--- config.mk ---
export PLATFORM = sky130hd
export DESIGN_NAME = xor_checked_frame_receiver_core
export DESIGN_NICKNAME = d
export VERILOG_FILES = /design/src/rtl/xcfr_pkg.sv /design/src/rtl/xcfr_ram.sv /design/src/rtl/xcfr_ctrl.sv /design/src/rtl/xcfr_dp.sv /design/src/rtl/xor_checked_frame_receiver_core.sv
export SDC_FILE = /design/constraint.sdc
export NUM_CORES = 1
export LEC_CHECK = 0
export BUFFER_PORTS_ARGS = -buffer_cell sky130_fd_sc_hd__buf_2
export CELL_PAD_IN_SITES_DETAIL_PLACEMENT = 2
export CELL_PAD_IN_SITES_GLOBAL_PLACEMENT = 2
export CORE_ASPECT_RATIO = 0.6
export CORE_MARGIN = 8
export CORE_UTILIZATION = 30
export CTS_BUF_LIST = sky130_fd_sc_hd__clkbuf_4
export CTS_CLUSTER_DIAMETER = 50
export DETAILED_ROUTE_END_ITERATION = 8
export GPL_ROUTABILITY_DRIVEN = 0
export PLACE_DENSITY_LB_ADDON = 0.3
export SYNTH_ARGS = -nofsm -noshare
export SYNTH_HDL_FRONTEND = slang
export SYNTH_SLANG_ARGS = --single-unit
--- constraint.sdc ---
create_clock -name i_clk -period 3.1 [get_ports i_clk]
set_input_delay 0.31 -clock i_clk [delete_from_list [all_inputs] [get_ports i_clk]]
set_output_delay 0.31 -clock i_clk [all_outputs]
set_load 0.005 [all_outputs]
--- src/rtl/xcfr_pkg.sv ---
package xcfr_pkg;

    localparam int MAX_FRAME = 32;
    localparam int CNT_W     = $clog2(MAX_FRAME + 1);
    localparam int ADDR_W    = $clog2(MAX_FRAME);
    localparam int DATA_W    = 8;
    localparam int IDX_W     = 5;
    localparam int CFG_IDX_W = 1;

    localparam int MIN_FRAME = 5;
    localparam int LEN_EXTRA = 3;
    localparam int MIN_LEN   = 2;
    localparam int PLD_BASE  = 3;

    localparam logic [DATA_W-1:0] HEAD_RST = 8'hAA;
    localparam logic [DATA_W-1:0] TAIL_RST = 8'h55;

    localparam logic [CFG_IDX_W-1:0] CFG_HEAD = 1'b0;
    localparam logic [CFG_IDX_W-1:0] CFG_TAIL = 1'b1;

    localparam logic [1:0] ST_OK       = 2'd0;
    localparam logic [1:0] ST_SHORT    = 2'd1;
    localparam logic [1:0] ST_VERIFY   = 2'd2;
    localparam logic [1:0] ST_TOO_LONG = 2'd3;

    typedef struct packed {
        logic [DATA_W-1:0] rx_byte;
        logic              frame_end;
    } t_in;

    typedef struct packed {
        logic [1:0]        status;
        logic [DATA_W-1:0] command;
        logic [DATA_W-1:0] payload_byte;
        logic [IDX_W-1:0]  payload_index;
        logic              has_payload;
        logic              run_last;
    } t_out;

    // Controller to datapath.
    typedef struct packed {
        logic take;
        logic rel;
    } t_cmd;

    // Datapath to controller.
    typedef struct packed {
        logic pld_start;
        logic pld_last;
    } t_sts;

endpackage

--- src/rtl/xcfr_ram.sv ---
module xcfr_ram #(
    parameter int WIDTH = 8,
    parameter int DEPTH = 32
) (
    input  logic                     i_clk,
    input  logic                     i_we,
    input  logic [$clog2(DEPTH)-1:0] i_waddr,
    input  logic [WIDTH-1:0]         i_wdata,
    input  logic [$clog2(DEPTH)-1:0] i_raddr,
    output logic [WIDTH-1:0]         o_rdata
);

    logic [WIDTH-1:0] r_mem [DEPTH];
    logic [WIDTH-1:0] r_rdata;

    always_ff @(posedge i_clk) begin
        if (i_we) begin
            r_mem[i_waddr] <= i_wdata;
        end
        r_rdata <= r_mem[i_raddr];
    end

    assign o_rdata = r_rdata;

endmodule

--- src/rtl/xcfr_ctrl.sv ---
module xcfr_ctrl (
    input  logic          i_clk,
    input  logic          i_rst_n,
    input  logic          i_start,
    input  xcfr_pkg::t_sts i_sts,
    output xcfr_pkg::t_cmd o_cmd,
    output logic          o_busy
);
    import xcfr_pkg::*;

    typedef enum logic [1:0] {
        S_IDLE = 2'b01,
        S_REL  = 2'b10
    } t_state;

    t_state r_state;
    t_state n_state;

    always_comb begin
        n_state = r_state;
        case (r_state)
            S_IDLE: begin
                if (i_start && i_sts.pld_start) begin
                    n_state = S_REL;
                end
            end
            S_REL: begin
                if (i_sts.pld_last) begin
                    n_state = S_IDLE;
                end
            end
            default: n_state = S_IDLE;
        endcase
    end

    always_ff @(posedge i_clk) begin
        if (!i_rst_n) begin
            r_state <= S_IDLE;
        end else begin
            r_state <= n_state;
        end
    end

    assign o_cmd.take = i_start && (r_state == S_IDLE);
    assign o_cmd.rel  = (r_state == S_REL);
    assign o_busy     = (r_state != S_IDLE);

endmodule

--- src/rtl/xcfr_dp.sv ---
module xcfr_dp (
    input  logic                                i_clk,
    input  logic                                i_rst_n,
    input  xcfr_pkg::t_cmd                      i_cmd,
    input  xcfr_pkg::t_in                       i_item,
    input  logic                                i_cfg_we,
    input  logic [xcfr_pkg::CFG_IDX_W-1:0]      i_cfg_idx,
    input  logic [xcfr_pkg::DATA_W-1:0]         i_cfg_data,
    output xcfr_pkg::t_sts                      o_sts,
    output logic                                o_valid,
    output xcfr_pkg::t_out                      o_result
);
    import xcfr_pkg::*;

    logic [DATA_W-1:0] r_head;
    logic [DATA_W-1:0] r_tail;
    logic [CNT_W-1:0]  r_count;
    logic [DATA_W-1:0] r_check;
    logic              r_ovf;
    logic [DATA_W-1:0] r_byte0;
    logic [DATA_W-1:0] r_len;
    logic [DATA_W-1:0] r_cmd;
    logic [ADDR_W-1:0] r_idx;
    logic [ADDR_W-1:0] r_last_idx;
    logic              r_valid;
    t_out              r_out;

    logic              full;
    logic              ovf_now;
    logic [CNT_W:0]    flen;
    logic [DATA_W:0]   len_plus;
    logic              too_short;
    logic              verify_bad;
    logic              pld_start;
    logic              pld_last;
    logic [ADDR_W-1:0] rd_addr;
    logic [DATA_W-1:0] rd_data;
    t_out              n_out;

    assign full     = (r_count == CNT_W'(MAX_FRAME));
    assign ovf_now  = r_ovf || full;
    assign flen     = {1'b0, r_count} + (CNT_W+1)'(1);
    assign len_plus = {1'b0, r_len} + (DATA_W+1)'(LEN_EXTRA);

    assign too_short  = !ovf_now && (flen < (CNT_W+1)'(MIN_FRAME));
    // The running XOR covers length through checksum, so a good frame leaves zero.
    assign verify_bad = (r_byte0 != r_head) || (i_item.rx_byte != r_tail) ||
                        (r_len < DATA_W'(MIN_LEN)) ||
                        (len_plus != (DATA_W+1)'(flen)) || (r_check != '0);
    assign pld_start  = i_item.frame_end && !too_short && !ovf_now && !verify_bad &&
                        (r_len != DATA_W'(MIN_LEN));
    assign pld_last   = (r_idx == r_last_idx);

    assign o_sts.pld_start = pld_start;
    assign o_sts.pld_last  = pld_last;

    // While idle the store is read at the first payload slot so that its data
    // is ready in the first release cycle.
    assign rd_addr = i_cmd.rel ? ADDR_W'(r_idx + ADDR_W'(PLD_BASE + 1))
                               : ADDR_W'(PLD_BASE);

    xcfr_ram #(
        .WIDTH(DATA_W),
        .DEPTH(MAX_FRAME)
    ) u_store (
        .i_clk   (i_clk),
        .i_we    (i_cmd.take && !full),
        .i_waddr (r_count[ADDR_W-1:0]),
        .i_wdata (i_item.rx_byte),
        .i_raddr (rd_addr),
        .o_rdata (rd_data)
    );

    always_comb begin
        n_out = '0;
        n_out.run_last = 1'b1;
        if (i_cmd.rel) begin
            n_out.status        = ST_OK;
            n_out.command       = r_cmd;
            n_out.payload_byte  = rd_data;
            n_out.payload_index = IDX_W'(r_idx);
            n_out.has_payload   = 1'b1;
            n_out.run_last      = pld_last;
        end else if (too_short) begin
            n_out.status = ST_SHORT;
        end else if (ovf_now) begin
            n_out.status = ST_TOO_LONG;
        end else if (verify_bad) begin
            n_out.status = ST_VERIFY;
        end else begin
            n_out.status  = ST_OK;
            n_out.command = r_cmd;
        end
    end

    always_ff @(posedge i_clk) begin
        if (!i_rst_n) begin
            r_head  <= HEAD_RST;
            r_tail  <= TAIL_RST;
            r_count <= '0;
            r_check <= '0;
            r_ovf   <= 1'b0;
            r_valid <= 1'b0;
            r_idx   <= '0;
        end else begin
            if (i_cfg_we) begin
                case (i_cfg_idx)
                    CFG_HEAD: r_head <= i_cfg_data;
                    CFG_TAIL: r_tail <= i_cfg_data;
                    default: ;
                endcase
            end
            r_valid <= 1'b0;
            if (i_cmd.take) begin
                r_idx <= '0;
                if (i_item.frame_end) begin
                    r_count <= '0;
                    r_check <= '0;
                    r_ovf   <= 1'b0;
                    r_valid <= !pld_start;
                end else begin
                    if (!full) begin
                        r_count <= r_count + CNT_W'(1);
                    end
                    r_ovf <= ovf_now;
                    if ((r_count != '0) || ovf_now) begin
                        r_check <= r_check ^ i_item.rx_byte;
                    end
                end
            end else if (i_cmd.rel) begin
                r_idx   <= r_idx + ADDR_W'(1);
                r_valid <= 1'b1;
            end
        end
    end

    always_ff @(posedge i_clk) begin
        if (i_cmd.take || i_cmd.rel) begin
            r_out <= n_out;
        end
        if (i_cmd.take && i_item.frame_end) begin
            r_last_idx <= ADDR_W'(r_len - DATA_W'(LEN_EXTRA));
        end
        if (i_cmd.take && !full) begin
            if (r_count == CNT_W'(0)) begin
                r_byte0 <= i_item.rx_byte;
            end
            if (r_count == CNT_W'(1)) begin
                r_len <= i_item.rx_byte;
            end
            if (r_count == CNT_W'(2)) begin
                r_cmd <= i_item.rx_byte;
            end
        end
    end

    assign o_valid  = r_valid;
    assign o_result = r_out;

    a_err_single: assert property (@(posedge i_clk) disable iff (!i_rst_n)
        r_valid && (r_out.status != ST_OK) |-> r_out.run_last && !r_out.has_payload)
        else $error("error verdict is not a single final beat");

    a_rel_emits: assert property (@(posedge i_clk) disable iff (!i_rst_n)
        i_cmd.rel |=> r_valid && r_out.has_payload)
        else $error("release cycle did not produce a payload beat");

    a_frame_clear: assert property (@(posedge i_clk) disable iff (!i_rst_n)
        i_cmd.take && i_item.frame_end |=> (r_count == '0) && (r_check == '0) && !r_ovf)
        else $error("frame state not cleared after frame end");

    a_quiet: assert property (@(posedge i_clk) disable iff (!i_rst_n)
        !i_cmd.take && !i_cmd.rel |=> !r_valid)
        else $error("result beat without an input byte or release step");

endmodule

--- src/rtl/xor_checked_frame_receiver_core.sv ---
// Frame receiver with head/tail and XOR checksum verification.
// Input: one byte per beat on i_item (rx_byte, frame_end), taken on a rising
// edge with start high and busy low. frame_end marks the last byte of a frame.
// Configuration: i_cfg_we writes i_cfg_data to head byte (index 0) or tail
// byte (index 1); write only while no frame is in progress.
// Output: o_result is shown for one cycle with o_valid high; the receiver has
// no way to stall it. An error frame, or a valid frame with no payload, gives
// one beat, registered from the last byte. A valid frame with N payload bytes
// gives N beats, one per cycle, the first registered from the first release step.
// Throughput: one byte per cycle while a frame streams in. After a valid frame
// with N payload bytes, busy is high while the payload is read back from the
// frame store, one entry per cycle through its single read port.
// Reset (synchronous, i_rst_n low) sets head to 0xAA and tail to 0x55 and
// empties the byte count and checksum; the frame store is not cleared.
module xor_checked_frame_receiver_core (
    input  logic                               i_clk,
    input  logic                               i_rst_n,
    input  logic                               start,
    output logic                               busy,
    input  xcfr_pkg::t_in                      i_item,
    output logic                               o_valid,
    output xcfr_pkg::t_out                     o_result,
    input  logic                               i_cfg_we,
    input  logic [xcfr_pkg::CFG_IDX_W-1:0]     i_cfg_idx,
    input  logic [xcfr_pkg::DATA_W-1:0]        i_cfg_data
);
    import xcfr_pkg::*;

    t_cmd cmd;
    t_sts sts;

    xcfr_ctrl u_ctrl (
        .i_clk   (i_clk),
        .i_rst_n (i_rst_n),
        .i_start (start),
        .i_sts   (sts),
        .o_cmd   (cmd),
        .o_busy  (busy)
    );

    xcfr_dp u_dp (
        .i_clk      (i_clk),
        .i_rst_n    (i_rst_n),
        .i_cmd      (cmd),
        .i_item     (i_item),
        .i_cfg_we   (i_cfg_we),
        .i_cfg_idx  (i_cfg_idx),
        .i_cfg_data (i_cfg_data),
        .o_sts      (sts),
        .o_valid    (o_valid),
        .o_result   (o_result)
    );

endmodule
==> results.json <==
{
  "placed_area_um2": 16000,
  "die_x_um": 302,
  "post_cts_buffers": 0,
  "finalCriticalPeriod_ns": 2.85,
  "totalWireLength_um": 45800,
  "initial_core_util_pct": 30.5,
  "drive_above_1_share_pct": 23.5,
  "slew_violations": 0,
  "ir_worst_vdd_uv": 242,
  "grt_usage_pct": 16.1,
  "critPathLaunchType": "flip-flop",
  "slew_headroom_pct": 30.3,
  "syn_inst": 1021,
  "setup_violations": 0,
  "cp_data_arrival_time_ns": 3.43,
  "p_sw_share_pct": 23.1,
  "post-route-util_pct": 35.9,
  "yosysWarningCount": 0,
  "layoutNonFillerInstCount": 1883,
  "fmax_mhz": 351,
  "clkTransAtPathRegs_ns": 0.08,
  "viasPerCell": 5.09,
  "ys_top_cells_by_area": "edfxtp_1, dfxtp_1, mux4_2",
  "clkLatencyLatePin_ns": 0.78,
  "hold_class": "in2reg",
  "antenna_found_initial": 4,
  "design.die.area_um2": 56500,
  "rsz0062_at_grt": "false",
  "grt_max_degree": 64,
  "yosys.area.top_type_share_pct": 63.4,
  "crit_chain": "inv_1 -> ha_1 -> xor2_1 -> nand4_1 -> nor4_1 -> and4b_4 -> a31oi_4 -> nor3b_1",
  "wl_per_cell_um": 24.3,
  "core_um2": 48100,
  "std_cell_rows": 62,
  "antenna_left": 0,
  "cts.sinks": 357,
  "grt_pass1_vias": 10400,
  "switchingPower_mw": 2.22,
  "drtPass1Iterations": 4,
  "critPathCaptureType": "flip-flop",
  "critical_path_class": "reg2reg",
  "critPathMaxFanout": 8,
  "worstMarginPinSlew_ns": 1.05,
  "ios": 49,
  "netlist_area_um2": 14700,
  "p_clk_share_pct": 41.1,
  "drtIter0Drc": 717,
  "combPwrFrac_pct": 3.6,
  "htreeDepth": 3,
  "internal_power_mw": 7.37,
  "synth_cell_types": 62,
  "synth_edf_count": 310,
  "die_h_um": 187,
  "power_per_cell_area_nw_per_um2": 555,
  "clock_path_buffers": 3,
  "maxCapViolations": 0,
  "crit_slowest_cell": "nor4_1",
  "leakagePower_nw": 5.79,
  "cts_resized": 0,
  "fin_nets": 1214,
  "numCtsBuffers": 87,
  "placed_cells": 1710,
  "async_reset_ff_share_pct": 0,
  "cpPeakStageDelay_ns": 0.53,
  "avgSynthCellArea_um2": 14.4,
  "cts_tree": "done",
  "grt_pass1_wl_um": 68300,
  "syn-num-nets": 1052,
  "route.detailed.drc": 0,
  "finalInstanceArea_um2": 17300,
  "synth_seq_area_share_pct": 69.8,
  "final_common_cell": "edfxtp_1",
  "ys_ff_latch": 357,
  "status": "finished, final reports clean",
  "fillCellCount": 4938,
  "finalSetupTns_ns": 0,
  "final_cell_mix": "edfxtp_1, clkbuf_4, nand2_1",
  "cts_root_buf": "clkbuf_4",
  "finalHoldViolCount": 0,
  "ys.flop_type": "edfxtp_1",
  "skew_ns": 0.0506,
  "vias": 9583,
  "portBuffers": 48,
  "gr-total-overflow": 0,
  "dpl.hpwl_um": 29700,
  "synth_top_area_cell": "edfxtp_1",
  "period_share_pct": 92.0,
  "required_ns": 3.67,
  "syn_to_final_growth_pct": 17.7,
  "seqPwrFrac_pct": 55.4
}
[repair_timing]
| action | CTS | global route |
|---|---|---|
| hold endpoints to repair | 22 | 0 |
| hold buffers | 24 | 0 |
| endpoints found under the setup margin | 0 | 0 |
[final cells by class]
type                    instances  area (µm²)  share of cell area [%]
diodes                          1        2.50                  0.0145
clock buffers                 130         976                    5.65
clock inverters                18        95.1                   0.550
inverters                      10        37.5                   0.217
multi-input cells             597        4150                    24.0
flip-flops and latches        357       10300                    59.4
well taps                     640         801                    4.64
repair buffers                130         953                    5.52
[logic make-up (layout without fill, tap and decap cells)]
| kind of cell | count (synthesis) | in the layout | synth area share [%] |
|---|---|---|---|
| xor gates and xnor gates | 49 | 49 | 2.92 |
| buffers and inverters | 67 | 288 | 1.92 |
| muxes | 48 | 48 | 5.45 |
| AOI/OAI and AO/OA | 198 | 198 | 9.39 |
| other | 0 | 1 | 0 |
| and+or+nand+nor | 293 | 293 | 9.72 |
| adders and majority gates | 9 | 9 | 0.767 |
| DFF | 357 | 357 | 69.8 |
[metal layers]
layer / vias up / part of all wire, % / GRT usage [%]
met5: - / 0.022 / 0
li1: 4277 / - / -
met3: 62 / 5.2 / 3.98
met4: 2 / 1.5 / 3.73
met1: 5021 / 52 / 24.8
met2: 221 / 41 / 22.3
[flip-flops by register name, summed over array words and instances, names as in the netlist]
name	count
u_dp.r_last_idx	5
u_dp.r_tail	8
u_ctrl.r_state	2
u_dp.r_ovf	1
u_dp.r_check	8
u_dp.r_count	6
u_dp.u_store.r_mem	256
u_dp.r_len	8
u_dp.r_byte0	8
u_dp.r_cmd	8
u_dp.o_result	25
u_dp.o_valid	1
u_dp.r_idx	5
u_dp.u_store.o_rdata	8
u_dp.r_head	8
[critical path, delay by kind of cell (launching register included)]
kind                     cells  cell delay (ns)
AO/OA/AOI/OAI                1             0.16
XOR/XNOR                     1             0.22
adder cells (fa/ha/maj)      1             0.37
buffers and inverters        1             0.15
flip-flops                   1             0.48
AND/OR/NAND/NOR              4             1.27
[path summary, 6_finish.rpt]
| check | start | to | slack [ns] | depth (start not counted) |
|---|---|---|---|---|
| hold / removal | i_cfg_we | u_dp.r_head[6] | 0.10 | 4 |
| setup / recovery | u_dp.r_count[0] | u_dp.o_result[18] | 0.25 | 8 |
| hold reg to reg | u_dp.r_head[2] | u_dp.r_head[2] | 0.49 | 2 |
| setup reg to reg | u_dp.r_count[0] | u_dp.o_result[18] | 0.25 | 8 |
[synthesized netlist by cell type, types with 3 or more instances]
master	instances
edfxtp_1	310
nand2_1	96
nor2_1	73
dfxtp_1	47
clkbuf_1	42
o22ai_1	41
a21oi_1	27
xor2_1	25
mux4_2	24
xnor2_1	24
nor3_1	20
o21ai_0	20
nand3_1	19
and2_1	16
mux2_2	16
nand2b_1	15
a31oi_1	12
a21boi_0	10
nor3b_1	10
a211oi_1	9
ha_1	9
nor2b_1	9
o211ai_1	9
o2bb2ai_1	9
o31ai_1	9
a211o_1	8
a21o_1	8
a221oi_1	8
a22o_1	8
inv_1	8
mux2i_1	8
o221ai_1	8
buf_2	6
nand3b_1	6
nand4_1	6
and3_1	5
buf_1	5
a22oi_1	3
nor4_1	3
o21a_1	3
[power groups by stage]
| stage | combinational [mW] | clock (mW) | sequential, mW |
|---|---|---|---|
| floorplan | 0.133 | 0 | 5.41 |
| global placement | 0.313 | 0 | 5.41 |
| detailed placement | 0.323 | 0 | 5.42 |
| CTS | 0.349 | 4.09 | 5.31 |
| global route | 0.376 | 4.30 | 5.31 |
| finish | 0.344 | 3.94 | 5.31 |
[through the flow]
| stage | hold WS, ns | setup slack, ns | power (mW) |
|---|---|---|---|
| final | 0.104 | 0.248 | 9.59 |
| after global routing | 0.0747 | 0.112 | 9.99 |
| after CTS | 0.0130 | 0.269 | 9.75 |
| after detailed placement | 0.483 | 0.329 | 5.74 |
| after global placement | 0.469 | 0.489 | 5.72 |
| after floorplan | 0.409 | 0.791 | 5.54 |
Power figures use the tool's default switching activity.
